==> src/rtl/rau_pkg.sv <==
// Package of the rational arithmetic unit: widths, opcodes and the
// request and response structs between the top level and the reducer.
// Depends on nothing; every other file but assert_macros.svh imports it.
`default_nettype none

package rau_pkg;

	localparam int OPERAND_WIDTH = 16;
	localparam int OPC_W         = 4;
	// Operand width after sign extension, so that the most negative value can be negated.
	localparam int OPW1          = OPERAND_WIDTH + 1;
	localparam int PROD_W        = 2 * OPW1;
	localparam int SUM_W         = PROD_W + 1;
	// Magnitude of any numerator or denominator handed to the reducer.
	localparam int MAG_W         = 2 * OPERAND_WIDTH;
	localparam int RES_NUM_W     = 33;
	localparam int RES_DEN_W     = 32;
	localparam int EXT_W         = MAG_W + RES_NUM_W;
	localparam int DIV_CNT_W     = $clog2(MAG_W);
	localparam int MUL_CNT_W     = 2;

	localparam logic [MUL_CNT_W-1:0] MUL_LAST = MUL_CNT_W'(2);
	localparam logic [DIV_CNT_W-1:0] DIV_LAST = DIV_CNT_W'(MAG_W - 1);
	localparam logic signed [OPW1-1:0] ONE    = OPW1'(1);

	typedef enum logic [OPC_W-1:0] {
		OP_ADD = 4'd0,
		OP_SUB = 4'd1,
		OP_MUL = 4'd2,
		OP_DIV = 4'd3,
		OP_EQ  = 4'd4,
		OP_NE  = 4'd5,
		OP_LE  = 4'd6,
		OP_LT  = 4'd7,
		OP_GE  = 4'd8,
		OP_GT  = 4'd9,
		OP_RED = 4'd10
	} rau_op_t;

	typedef struct packed {
		logic             start;
		logic [MAG_W-1:0] num_mag;
		logic [MAG_W-1:0] den_mag;
	} red_req_t;

	typedef struct packed {
		logic             done;
		logic [MAG_W-1:0] num;
		logic [MAG_W-1:0] den;
	} red_rsp_t;

	function automatic logic is_cmp(input logic [OPC_W-1:0] op);
		return (op == OP_EQ) || (op == OP_NE) || (op == OP_LE) ||
			(op == OP_LT) || (op == OP_GE) || (op == OP_GT);
	endfunction

endpackage

`default_nettype wire

==> src/rtl/rau_if.sv <==
// Valid/ready channel interfaces of the rational arithmetic unit, one for
// operand beats and one for result beats. Depends on rau_pkg.
`default_nettype none

interface rau_in_if import rau_pkg::*; ();
	logic                            valid;
	logic                            ready;
	logic [OPC_W-1:0]                opcode;
	logic signed [OPERAND_WIDTH-1:0] a_num;
	logic signed [OPERAND_WIDTH-1:0] a_den;
	logic signed [OPERAND_WIDTH-1:0] b_num;
	logic signed [OPERAND_WIDTH-1:0] b_den;

	modport source (output valid, opcode, a_num, a_den, b_num, b_den, input ready);
	modport sink   (input valid, opcode, a_num, a_den, b_num, b_den, output ready);
endinterface

interface rau_out_if import rau_pkg::*; ();
	logic                        valid;
	logic                        ready;
	logic signed [RES_NUM_W-1:0] res_num;
	logic [RES_DEN_W-1:0]        res_den;
	logic                        cmp_true;
	logic                        zero_den_error;

	modport source (output valid, res_num, res_den, cmp_true, zero_den_error, input ready);
	modport sink   (input valid, res_num, res_den, cmp_true, zero_den_error, output ready);
endinterface

`default_nettype wire

==> src/rtl/rau_reduce.sv <==
// Fraction reducer: binary gcd one step per cycle, then two exact restoring
// divisions by the gcd in parallel, one quotient bit per cycle. Depends on rau_pkg.
`default_nettype none

module rau_reduce import rau_pkg::*; (
	input  logic     clk,
	input  logic     arst_n,
	input  red_req_t req,
	output red_rsp_t rsp
);

	typedef enum logic [4:0] {
		R_IDLE = 5'b00001,
		R_TWOS = 5'b00010,
		R_GCD  = 5'b00100,
		R_DIV  = 5'b01000,
		R_DONE = 5'b10000
	} red_state_t;

	red_state_t state_q;

	logic [MAG_W-1:0]     nr_q, dr_q;
	logic [MAG_W-1:0]     u_q, v_q;
	logic [MAG_W-1:0]     remn_q, remd_q;
	logic [DIV_CNT_W-1:0] cnt_q;

	logic [MAG_W:0]   diff_uv;
	logic [MAG_W-1:0] diff_vu;
	logic             u_gt_v;
	logic             gcd_found;
	logic             twos_done;
	logic [MAG_W:0]   trial_n, trial_d, sub_n, sub_d;
	logic             fit_n, fit_d;

	// Both values odd and equal: that value is the odd part of the gcd.
	assign diff_uv   = {1'b0, u_q} - {1'b0, v_q};
	assign diff_vu   = v_q - u_q;
	assign u_gt_v    = !diff_uv[MAG_W] && (diff_uv != '0);
	assign gcd_found = u_q[0] && v_q[0] && (u_q == v_q);
	assign twos_done = nr_q[0] || dr_q[0];

	// nr_q and dr_q are shifted left as quotients form, exposing the next dividend bit.
	assign trial_n = {remn_q, nr_q[MAG_W-1]};
	assign trial_d = {remd_q, dr_q[MAG_W-1]};
	assign sub_n   = trial_n - {1'b0, u_q};
	assign sub_d   = trial_d - {1'b0, u_q};
	assign fit_n   = !sub_n[MAG_W];
	assign fit_d   = !sub_d[MAG_W];

	always_ff @(posedge clk or negedge arst_n) begin
		if (!arst_n) begin
			state_q <= R_IDLE;
		end else begin
			unique case (state_q)
				R_IDLE: begin
					if (req.start) begin
						state_q <= R_TWOS;
					end
				end
				R_TWOS: begin
					if (twos_done) begin
						state_q <= R_GCD;
					end
				end
				R_GCD: begin
					if (gcd_found) begin
						state_q <= R_DIV;
					end
				end
				R_DIV: begin
					if (cnt_q == DIV_LAST) begin
						state_q <= R_DONE;
					end
				end
				R_DONE: begin
					state_q <= R_IDLE;
				end
				default: begin
					state_q <= R_IDLE;
				end
			endcase
		end
	end

	always_ff @(posedge clk) begin
		unique case (state_q)
			R_IDLE: begin
				if (req.start) begin
					nr_q <= req.num_mag;
					dr_q <= req.den_mag;
				end
			end
			R_TWOS: begin
				// Strip the common power of two from both values before the gcd.
				if (twos_done) begin
					u_q <= nr_q;
					v_q <= dr_q;
				end else begin
					nr_q <= {1'b0, nr_q[MAG_W-1:1]};
					dr_q <= {1'b0, dr_q[MAG_W-1:1]};
				end
			end
			R_GCD: begin
				if (!u_q[0]) begin
					u_q <= {1'b0, u_q[MAG_W-1:1]};
				end else if (!v_q[0]) begin
					v_q <= {1'b0, v_q[MAG_W-1:1]};
				end else if (gcd_found) begin
					remn_q <= '0;
					remd_q <= '0;
					cnt_q  <= '0;
				end else if (u_gt_v) begin
					u_q <= diff_uv[MAG_W:1];
				end else begin
					v_q <= {1'b0, diff_vu[MAG_W-1:1]};
				end
			end
			R_DIV: begin
				remn_q <= fit_n ? sub_n[MAG_W-1:0] : trial_n[MAG_W-1:0];
				remd_q <= fit_d ? sub_d[MAG_W-1:0] : trial_d[MAG_W-1:0];
				nr_q   <= {nr_q[MAG_W-2:0], fit_n};
				dr_q   <= {dr_q[MAG_W-2:0], fit_d};
				cnt_q  <= cnt_q + DIV_CNT_W'(1);
			end
			R_DONE: begin
			end
			default: begin
			end
		endcase
	end

	assign rsp.done = (state_q == R_DONE);
	assign rsp.num  = nr_q;
	assign rsp.den  = dr_q;

endmodule

`default_nettype wire

==> src/rtl/rational_arithmetic_unit.sv <==
// Rational arithmetic unit, top level: operand capture, one shared multiplier
// under a sequencer, sign handling and the result register. Depends on rau_pkg,
// rau_in_if, rau_out_if and rau_reduce.
//
// Usage: each beat on req carries an opcode and two fractions a_num/a_den and
// b_num/b_den. Each accepted beat gives exactly one beat on rsp. Add, subtract,
// multiply, divide and reduce-a return a fraction in lowest terms whose
// denominator is positive; a zero denominator returns 0/0 with zero_den_error
// set. The six comparisons return only cmp_true. Undefined opcodes return zeros.
// Timing: req.ready is high only while the sequencer is idle, so one item is in
// work at a time. The three products come from the one multiplier in turn.
// Comparisons and undefined opcodes skip the sign step and the reducer; zero
// results and zero denominators pass the sign step but skip the reducer.
// Other results go through the reducer: common factors of two are stripped,
// binary gcd steps follow at one per cycle, and the two divisions each form
// MAG_W quotient bits. The next beat can be taken once the finished result
// has moved into the output register.
// Reset clears the sequencers and drops rsp.valid. A stalled result waits in the
// output register while the next item is taken and worked on; that item holds
// in its last state until the output register is free.
`default_nettype none

module rational_arithmetic_unit import rau_pkg::*; (
	input  logic      clk,
	input  logic      arst_n,
	rau_in_if.sink    req,
	rau_out_if.source rsp
);

	typedef enum logic [5:0] {
		S_IDLE = 6'b000001,
		S_MUL  = 6'b000010,
		S_ADD  = 6'b000100,
		S_SGN  = 6'b001000,
		S_RED  = 6'b010000,
		S_FIN  = 6'b100000
	} top_state_t;

	top_state_t state_q;

	// Captured operands, widened by one bit. For comparisons each fraction is
	// already sign-normalized here so its denominator is not negative.
	rau_op_t                op_q;
	logic signed [OPW1-1:0] an_q, ad_q, bn_q, bd_q;
	logic [MUL_CNT_W-1:0]   mul_cnt_q;

	logic signed [OPW1-1:0]   mul_a, mul_b;
	logic signed [PROD_W-1:0] mul_p;
	logic signed [PROD_W-1:0] p0_q, p1_q, p2_q;

	logic signed [SUM_W-1:0]  sum_q;
	logic signed [PROD_W-1:0] den_q;
	logic                     neg_q;

	logic signed [RES_NUM_W-1:0] pend_num_q;
	logic [RES_DEN_W-1:0]        pend_den_q;
	logic                        pend_cmp_q;
	logic                        pend_err_q;

	logic                        rsp_valid_q;
	logic signed [RES_NUM_W-1:0] res_num_q;
	logic [RES_DEN_W-1:0]        res_den_q;
	logic                        cmp_true_q;
	logic                        zero_den_error_q;

	red_req_t         red_req;
	red_rsp_t         red_rsp;
	logic             red_start_q;
	logic [MAG_W-1:0] red_num_q, red_den_q;

	logic accept;
	logic out_free;
	logic in_cmp;
	logic cmp_res;
	logic op_arith;

	logic signed [OPW1-1:0] an_ext, ad_ext, bn_ext, bd_ext;
	logic [SUM_W-1:0]       num_abs;
	logic [PROD_W-1:0]      den_abs;
	logic [EXT_W-1:0]       n_ext, n_signed, d_ext;

	assign accept   = req.valid && req.ready;
	assign out_free = !rsp_valid_q || rsp.ready;
	assign in_cmp   = is_cmp(req.opcode);

	assign an_ext = {req.a_num[OPERAND_WIDTH-1], req.a_num};
	assign ad_ext = {req.a_den[OPERAND_WIDTH-1], req.a_den};
	assign bn_ext = {req.b_num[OPERAND_WIDTH-1], req.b_num};
	assign bd_ext = {req.b_den[OPERAND_WIDTH-1], req.b_den};

	// Operands of the shared multiplier: product 0 feeds the first numerator term,
	// product 1 the second (add, sub, compares), product 2 the denominator.
	always_comb begin
		mul_a = an_q;
		mul_b = bd_q;
		unique case (op_q)
			OP_ADD, OP_SUB: begin
				unique case (mul_cnt_q)
					2'd0:    begin mul_a = bd_q; mul_b = an_q; end
					2'd1:    begin mul_a = bn_q; mul_b = ad_q; end
					default: begin mul_a = ad_q; mul_b = bd_q; end
				endcase
			end
			OP_MUL: begin
				if (mul_cnt_q == '0) begin
					mul_a = an_q;
					mul_b = bn_q;
				end else begin
					mul_a = ad_q;
					mul_b = bd_q;
				end
			end
			OP_DIV: begin
				if (mul_cnt_q == '0) begin
					mul_a = bd_q;
					mul_b = an_q;
				end else begin
					mul_a = bn_q;
					mul_b = ad_q;
				end
			end
			OP_EQ, OP_NE, OP_LE, OP_LT, OP_GE, OP_GT: begin
				if (mul_cnt_q == '0) begin
					mul_a = an_q;
					mul_b = bd_q;
				end else begin
					mul_a = bn_q;
					mul_b = ad_q;
				end
			end
			OP_RED: begin
				mul_a = (mul_cnt_q == '0) ? an_q : ad_q;
				mul_b = ONE;
			end
			default: begin
				mul_a = an_q;
				mul_b = bd_q;
			end
		endcase
	end

	assign mul_p = mul_a * mul_b;

	always_comb begin
		unique case (op_q)
			OP_EQ:   cmp_res = (p0_q == p1_q);
			OP_NE:   cmp_res = (p0_q != p1_q);
			OP_LE:   cmp_res = (p0_q <= p1_q);
			OP_LT:   cmp_res = (p0_q <  p1_q);
			OP_GE:   cmp_res = (p0_q >= p1_q);
			OP_GT:   cmp_res = (p0_q >  p1_q);
			default: cmp_res = 1'b0;
		endcase
	end

	assign op_arith = (op_q == OP_ADD) || (op_q == OP_SUB) || (op_q == OP_MUL) ||
		(op_q == OP_DIV) || (op_q == OP_RED);

	assign num_abs = sum_q[SUM_W-1] ? -sum_q : sum_q;
	assign den_abs = den_q[PROD_W-1] ? -den_q : den_q;

	// The reduced magnitudes are widened, the numerator is signed, and both are cut to the field widths.
	assign n_ext    = {{(EXT_W-MAG_W){1'b0}}, red_rsp.num};
	assign n_signed = neg_q ? -n_ext : n_ext;
	assign d_ext    = {{(EXT_W-MAG_W){1'b0}}, red_rsp.den};

	assign red_req = '{start: red_start_q, num_mag: red_num_q, den_mag: red_den_q};

	always_ff @(posedge clk or negedge arst_n) begin
		if (!arst_n) begin
			state_q     <= S_IDLE;
			rsp_valid_q <= 1'b0;
			red_start_q <= 1'b0;
		end else begin
			// A result beat stays up until taken; a finished item raises it again.
			rsp_valid_q <= ((state_q == S_FIN) && out_free) || (rsp_valid_q && !rsp.ready);
			// The reducer is started for one cycle when a nonzero fraction needs reducing.
			red_start_q <= (state_q == S_SGN) && (den_q != '0) && (sum_q != '0);
			unique case (state_q)
				S_IDLE: begin
					if (accept) begin
						state_q <= S_MUL;
					end
				end
				S_MUL: begin
					if (mul_cnt_q == MUL_LAST) begin
						state_q <= S_ADD;
					end
				end
				S_ADD: begin
					state_q <= op_arith ? S_SGN : S_FIN;
				end
				S_SGN: begin
					if ((den_q == '0) || (sum_q == '0)) begin
						state_q <= S_FIN;
					end else begin
						state_q <= S_RED;
					end
				end
				S_RED: begin
					if (red_rsp.done) begin
						state_q <= S_FIN;
					end
				end
				S_FIN: begin
					if (out_free) begin
						state_q <= S_IDLE;
					end
				end
				default: begin
					state_q <= S_IDLE;
				end
			endcase
		end
	end

	always_ff @(posedge clk) begin
		unique case (state_q)
			S_IDLE: begin
				if (accept) begin
					op_q      <= rau_op_t'(req.opcode);
					mul_cnt_q <= '0;
					an_q      <= (in_cmp && ad_ext[OPW1-1]) ? -an_ext : an_ext;
					ad_q      <= (in_cmp && ad_ext[OPW1-1]) ? -ad_ext : ad_ext;
					bn_q      <= (in_cmp && bd_ext[OPW1-1]) ? -bn_ext : bn_ext;
					bd_q      <= (in_cmp && bd_ext[OPW1-1]) ? -bd_ext : bd_ext;
				end
			end
			S_MUL: begin
				unique case (mul_cnt_q)
					2'd0:    p0_q <= mul_p;
					2'd1:    p1_q <= mul_p;
					default: p2_q <= mul_p;
				endcase
				mul_cnt_q <= mul_cnt_q + MUL_CNT_W'(1);
			end
			S_ADD: begin
				unique case (op_q)
					OP_ADD:  sum_q <= {p0_q[PROD_W-1], p0_q} + {p1_q[PROD_W-1], p1_q};
					OP_SUB:  sum_q <= {p0_q[PROD_W-1], p0_q} - {p1_q[PROD_W-1], p1_q};
					default: sum_q <= {p0_q[PROD_W-1], p0_q};
				endcase
				den_q      <= p2_q;
				pend_num_q <= '0;
				pend_den_q <= '0;
				pend_cmp_q <= cmp_res;
				pend_err_q <= 1'b0;
			end
			S_SGN: begin
				if (den_q == '0) begin
					pend_err_q <= 1'b1;
				end else if (sum_q == '0) begin
					pend_den_q <= RES_DEN_W'(1);
				end
				red_num_q <= num_abs[MAG_W-1:0];
				red_den_q <= den_abs[MAG_W-1:0];
				neg_q     <= sum_q[SUM_W-1] ^ den_q[PROD_W-1];
			end
			S_RED: begin
				if (red_rsp.done) begin
					pend_num_q <= n_signed[RES_NUM_W-1:0];
					pend_den_q <= d_ext[RES_DEN_W-1:0];
				end
			end
			S_FIN: begin
				if (out_free) begin
					res_num_q        <= pend_num_q;
					res_den_q        <= pend_den_q;
					cmp_true_q       <= pend_cmp_q;
					zero_den_error_q <= pend_err_q;
				end
			end
			default: begin
			end
		endcase
	end

	rau_reduce u_reduce (
		.clk    (clk),
		.arst_n (arst_n),
		.req    (red_req),
		.rsp    (red_rsp)
	);

	assign req.ready          = (state_q == S_IDLE);
	assign rsp.valid          = rsp_valid_q;
	assign rsp.res_num        = res_num_q;
	assign rsp.res_den        = res_den_q;
	assign rsp.cmp_true       = cmp_true_q;
	assign rsp.zero_den_error = zero_den_error_q;

endmodule

`default_nettype wire

==> src/flat_wrapper.sv <==
// flat-port wrapper written by rule: the top's interface ports become plain ports
module rational_arithmetic_unit_flat import rau_pkg::*;
  (clk, arst_n, req_valid, req_opcode, req_a_num, req_a_den, req_b_num, req_b_den, req_ready, rsp_valid, rsp_res_num, rsp_res_den, rsp_cmp_true, rsp_zero_den_error, rsp_ready);
  rau_in_if req_i ();
  rau_out_if rsp_i ();
  input  logic clk;
  input  logic arst_n;
  input wire logic [$bits(req_i.valid)-1:0] req_valid;
  input wire logic [$bits(req_i.opcode)-1:0] req_opcode;
  input wire logic [$bits(req_i.a_num)-1:0] req_a_num;
  input wire logic [$bits(req_i.a_den)-1:0] req_a_den;
  input wire logic [$bits(req_i.b_num)-1:0] req_b_num;
  input wire logic [$bits(req_i.b_den)-1:0] req_b_den;
  output wire logic [$bits(req_i.ready)-1:0] req_ready;
  output wire logic [$bits(rsp_i.valid)-1:0] rsp_valid;
  output wire logic [$bits(rsp_i.res_num)-1:0] rsp_res_num;
  output wire logic [$bits(rsp_i.res_den)-1:0] rsp_res_den;
  output wire logic [$bits(rsp_i.cmp_true)-1:0] rsp_cmp_true;
  output wire logic [$bits(rsp_i.zero_den_error)-1:0] rsp_zero_den_error;
  input wire logic [$bits(rsp_i.ready)-1:0] rsp_ready;
  assign req_i.valid = req_valid;
  assign req_i.opcode = req_opcode;
  assign req_i.a_num = req_a_num;
  assign req_i.a_den = req_a_den;
  assign req_i.b_num = req_b_num;
  assign req_i.b_den = req_b_den;
  assign req_ready = req_i.ready;
  assign rsp_valid = rsp_i.valid;
  assign rsp_res_num = rsp_i.res_num;
  assign rsp_res_den = rsp_i.res_den;
  assign rsp_cmp_true = rsp_i.cmp_true;
  assign rsp_zero_den_error = rsp_i.zero_den_error;
  assign rsp_i.ready = rsp_ready;
  rational_arithmetic_unit u_core (.clk(clk), .arst_n(arst_n), .req(req_i), .rsp(rsp_i));
endmodule
==> config.mk <==
export PLATFORM = sky130hd
export DESIGN_NAME = rational_arithmetic_unit_flat
export DESIGN_NICKNAME = d
export VERILOG_FILES = /design/src/rtl/rau_pkg.sv /design/src/rtl/rau_if.sv /design/src/rtl/rau_reduce.sv /design/src/rtl/rational_arithmetic_unit.sv /design/src/flat_wrapper.sv
export SDC_FILE = /design/constraint.sdc
export NUM_CORES = 2
export LEC_CHECK = 0
export ABC_AREA = 1
export BUFFER_PORTS_ARGS = -buffer_cell sky130_fd_sc_hd__buf_2
export CAP_MARGIN = 20
export CELL_PAD_IN_SITES_DETAIL_PLACEMENT = 2
export CELL_PAD_IN_SITES_GLOBAL_PLACEMENT = 2
export CORE_MARGIN = 10
export CORE_UTILIZATION = 41
export CTS_BUF_LIST = sky130_fd_sc_hd__clkbuf_4
export DETAILED_ROUTE_END_ITERATION = 12
export GPL_ROUTABILITY_DRIVEN = 0
export GPL_TIMING_DRIVEN = 0
export PLACE_DENSITY = 0.93
export SLEW_MARGIN = 20
export SYNTH_ARGS = -nofsm -noshare
export SYNTH_HDL_FRONTEND = slang
export SYNTH_HIERARCHICAL = 1
export SYNTH_SLANG_ARGS = --single-unit
export TNS_END_PERCENT = 50
==> constraint.sdc <==
create_clock -name clk -period 10.3 [get_ports clk]
set_input_delay 0.515 -clock clk [delete_from_list [all_inputs] [get_ports clk]]
set_output_delay 0.515 -clock clk [all_outputs]
set_load 0.005 [all_outputs]
==> flow_summary_export.csv, run 1 <==
group,metric,value,unit
clock_network,clockBufferDepth,3,
clock_network,cts_hold_buf,127,
floorplan,initial_utilization,41.2,%
grt,grt_max_degree,68,
clock_network,clock_sinks,654,
synth,ys_seq_elements,654,
synth,synth_top_cell_area_share,35.0,%
synth,syn_area_per_cell,8.18,sq um
clock_network,post_cts_resized,0,
clock_network,cts_buffers,191,
synth,netlist_instances,6713,
synth,synth-edff-count,641,
place,detailedPlacementHpwl,229000,microns
synth,synthMostInstantiatedCell,"nand2_1",
outcome,error,"[ERROR GRT-0232] Routing congestion too high. Check the congestion heatmap in the GUI.",
grt,antenna_found_initial,130,
floorplan,num_rows,134,
clock_network,clockRootBuffer,"clkbuf_4",
sta,crit_endpoint,"u_core/p1_q[32]$_DFFE_PP_/D",
place,port_buffers,140,
outcome,failing_step,"global routing",
synth,synth.distinct_cells,64,
synth,yosys.area.top_type,"edfxtp_1",
grt,grt-ovfl-total,5,
synth,async_reset_ff_share,1.99,%
synth,synth.cell_area,0.0549,sq mm
grt,track_usage,70.9,%
floorplan,io_pins,141,
floorplan,die_w,386,microns
synth,ys.flop_type,"edfxtp_1",
synth,netlist_top_cells_count,"1315 x nand2_1, 1176 x inv_1, 755 x nor2_1",
outcome,status,"stopped before the end",
synth,syn-num-nets,7382,
synth,synth_area_leaders,"edfxtp_1 35%, fa_1 11%, nand2_1 9.0%",
synth,yosysSeqAreaShare,35.6,%
clock_network,h-tree-depth,4,
sta,worst_endpoint_kind,"register input",
floorplan,chipHeight,386,microns
clock_network,post_cts_buffers,0,
synth,ys.warnings.count,6,
==> stage by stage <==
step / util [%] / worst slack [ps] / instances / setup TNS (ps) / area (sq um)
detailed placement: 43.8 / 1280 / 8644 / 0 / 58400
global placement: 43.4 / -700 / 8621 / -47800 / 57800
CTS: 46.6 / 786 / 9107 / 0 / 62100
floorplan: - / 3050 / 6713 / 0 / 54900
==> routing by layer <==
| layer | overflow | GRT usage (%) |
|---|---|---|
| met1 | 0 | 67.2 |
| met2 | 2 | 84.7 |
| met3 | 0 | 61.2 |
| met4 | 3 | 73.7 |
| met5 | 0 | 36.5 |
==> logic make-up after synthesis <==
| kind of cell | Yosys count | synth area share (%) |
|---|---|---|
| compound gates | 1115 | 12.1 |
| xor+xnor | 223 | 3.56 |
| fa+ha+maj | 597 | 17.7 |
| buf+inv | 1418 | 10.1 |
| flops | 654 | 35.6 |
| simple gates | 2706 | 20.8 |
==> run 2: changes to the inputs <==
- CELL_PAD_IN_SITES_DETAIL_PLACEMENT: 2 -> default
- CELL_PAD_IN_SITES_GLOBAL_PLACEMENT: 2 -> default
- CORE_UTILIZATION: 41 -> 40
- CTS_BUF_LIST: sky130_fd_sc_hd__clkbuf_4 -> default
- PLACE_DENSITY: 0.93 -> default
- PLACE_DENSITY_LB_ADDON: default -> 0.15
==> run 2 against run 1 <==
Against the previous run: synthesized area stayed put; the run now ends clean; synthesized cell count stayed put.
==> flow_summary_export.csv, run 2 <==
group,metric,value,unit
detailed_routing,vias,47804,
final_layout,largest_register_ffs,35,
floorplan,num_rows,135,
floorplan,io_pins,141,
outcome,status,"completed",
critical_path,worstReg2RegEnd,"u_core/p0_q[28]",
critical_path,crit_required,10650,ps
run,drv_cap,0,
final_layout,finish.utilization,44.8,%
synth,ys.flop_type,"edfxtp_1",
synth,yosysSeqAreaShare,35.6,%
floorplan,die_w,391,microns
synth,ys_seq_elements,654,
synth,synth.distinct_cells,64,
place,detailedPlacementHpwl,155000,microns
synth,netlist_top_cells_count,"1315 x nand2_1, 1176 x inv_1, 755 x nor2_1",
critical_path,reg2reg_depth,27,
final_layout,multi_input_area,0.0299,sq mm
sta,final_hold_viol_count,0,
sta,fin_ws,1360,ps
grt,antenna_found_initial,2,
final_layout,fin_area,0.0610,sq mm
sta,skew,40.9,ps
clock_network,clock_sinks,654,
grt,track_usage,24.2,%
place,port_buffers,140,
synth,synth_area_leaders,"edfxtp_1 35%, fa_1 11%, nand2_1 9.0%",
detailed_routing,via_per_inst,5.43,
sta,min_period,8940,ps
min_path,min_path_cells,1,
grt,grt-ovfl-total,0,
final_layout,final_cells,8796,
clock_network,post_cts_buffers,0,
floorplan,initial_utilization,40.4,%
detailed_routing,wl_per_cell,21.4,microns
place,dp_worst_setup_slack,1470,ps
synth,yosys.area.top_type,"edfxtp_1",
min_path,hold_class,"primary input to register",
grt,grt_pass1_wl,283000,microns
detailed_routing,ant_nets,0,
final_layout,drive_above_1_share,7.49,%
detailed_routing,wirelength,188000,microns
sta,rsz0062_at_grt,"no",
final_layout,syn_to_final_growth,11.0,%
sta,worst_pin_slew,1010,ps
grt,grt_max_degree,63,
synth,synth-edff-count,641,
final_layout,final_cell_mix,"1314 x nand2_1, 1173 x inv_1, 749 x nor2_1, 641 x edfxtp_1, 366 x a21oi_1",
sta,timing.final.crit_share,86.8,%
place,placed_area,0.0584,sq mm
synth,syn_area_per_cell,8.18,sq um
synth,async_reset_ff_share,1.99,%
sta,slew_headroom,32.9,%
critical_path,end_kind,"register",
synth,netlist_instances,6713,
final_layout,regMostFlops,"u_core/sum_q",
critical_path,critical_path_arrival,9290,ps
synth,synth.cell_area,0.0549,sq mm
critical_path,regToRegStartpoint,"u_core/mul_cnt_q[0]",
final_layout,n_fill_cell,13523,
place,dp_cells,8656,
clock_network,cts_tree,"yes",
min_path,holdPathEnd,"u_core/op_q[1]",
clock_network,h-tree-depth,3,
final_layout,seqCellArea,0.0196,sq mm
floorplan,chipHeight,391,microns
critical_path,start_kind,"register",
clock_network,clockBufferDepth,3,
floorplan,die_area,0.153,sq mm
critical_path,worstSetupPathType,"register to register",
detailed_routing,drt_first_pass_iters,6,
clock_network,clockRootBuffer,"clkbuf_16",
synth,ys.warnings.count,6,
synth,synthMostInstantiatedCell,"nand2_1",
synth,synth_top_cell_area_share,35.0,%
floorplan,core,0.136,sq mm
critical_path,rrSetupSlack,1360,ps
grt,grt_pass1_vias,46871,
detailed_routing,dr.first_iter.drc_count,4512,
final_layout,final_common_cell,"nand2_1",
sta,fmax,0.112,GHz
detailed_routing,drc,0,
min_path,hp-start,"req_opcode[1]",
clock_network,cts_buffers,76,
sta,maxSlewViolCount,0,
critical_path,path_max_fanout,10,
clock_network,clk_latency,690,ps
sta,setup_violations,0,
clock_network,path_clk_slew,50,ps
final_layout,nets,7623,
synth,syn-num-nets,7382,
-- run 2: cell type report --
class | instances | share of cell area [%]
Clock inverter | 48 | 0.911
Inverter | 1221 | 7.53
Sequential cell | 654 | 32.1
Clock buffer | 90 | 3.24
Buffer | 197 | 1.58
Timing Repair Buffer | 163 | 1.94
Tap cell | 1781 | 3.65
Multi-Input combinational cell | 4641 | 49.0
Antenna cell | 1 | 0.00410
-- run 2: cell families after synthesis --
group	Yosys count	share of synthesized area [%]
compound gates	1115	12.1
xor+xnor	223	3.56
fa+ha+maj	597	17.7
buf+inv	1418	10.1
flops	654	35.6
simple gates	2706	20.8
-- run 2: repair_timing --
action | 4_1_cts | 5_1_grt
resized for setup | 0 | 0
setup endpoints to repair | 0 | 0
endpoints found under the hold margin | 11 | 0
hold buffers | 1 | 0
-- run 2: worst max-delay path by stage --
| stage | slack (ps) | depth (start not counted) | start | endpoint |
|---|---|---|---|---|
| 2_1_floorplan | 3050 | 32 | u_core/mul_cnt_q[0] | u_core/p0_q[33] |
| 3_3_place_gp | -1020 | 10 | u_core/u_reduce/u_q[29] | u_core/u_reduce/remn_q[17] |
| 3_5_place_dp | 1470 | 27 | u_core/mul_cnt_q[0] | u_core/p0_q[28] |
| 4_1_cts | 1420 | 27 | u_core/mul_cnt_q[0] | u_core/p0_q[28] |
| 5_1_grt | 900 | 30 | u_core/mul_cnt_q[0] | u_core/p1_q[28] |
| 6_report | 1360 | 27 | u_core/mul_cnt_q[0] | u_core/p0_q[28] |
-- run 2: through the flow --
stage               hold WS (ps)  TNS, ps
finish                      54.0        0
global route                23.6        0
CTS                         14.6        0
detailed placement           405        0
global placement             401   -69760
floorplan                    219        0
-- run 2: worst max-delay path: stages, from the launching register on --
cell      delay (ps)
edfxtp_1         420
inv_1            100
ha_1             170
buf_6            170
buf_4            230
clkbuf_1         510
o21ai_0          190
nand3_1          220
o21ai_2          200
buf_4            240
nor2_1           300
inv_1             90
fa_1             690
inv_1             90
fa_1             950
fa_1             530
fa_1             470
fa_1             550
inv_1             50
fa_1             590
inv_1             60
ha_1             370
a21oi_1          260
nor2_1            70
nor2_1           140
a21boi_0         220
nand3_1          110
xor2_1           610
-- run 2: metal layers --
metal / wire length [microns] / GRT usage [%] / share of wire, % / vias to the layer above
met3: 13100 / 3.07 / 6.9 / 390
met2: 88400 / 40.7 / 47 / 1908
li1: - / - / - / 22468
met4: 11000 / 12.2 / 5.8 / 2
met1: 75700 / 30.5 / 40 / 23036
met5: 13 / 0 / 0.0069 / -
Power of run 2 is left out: the tool's default activity adds up to more than one toggle a clock period on the data nets, which glitch-free logic cannot reach.
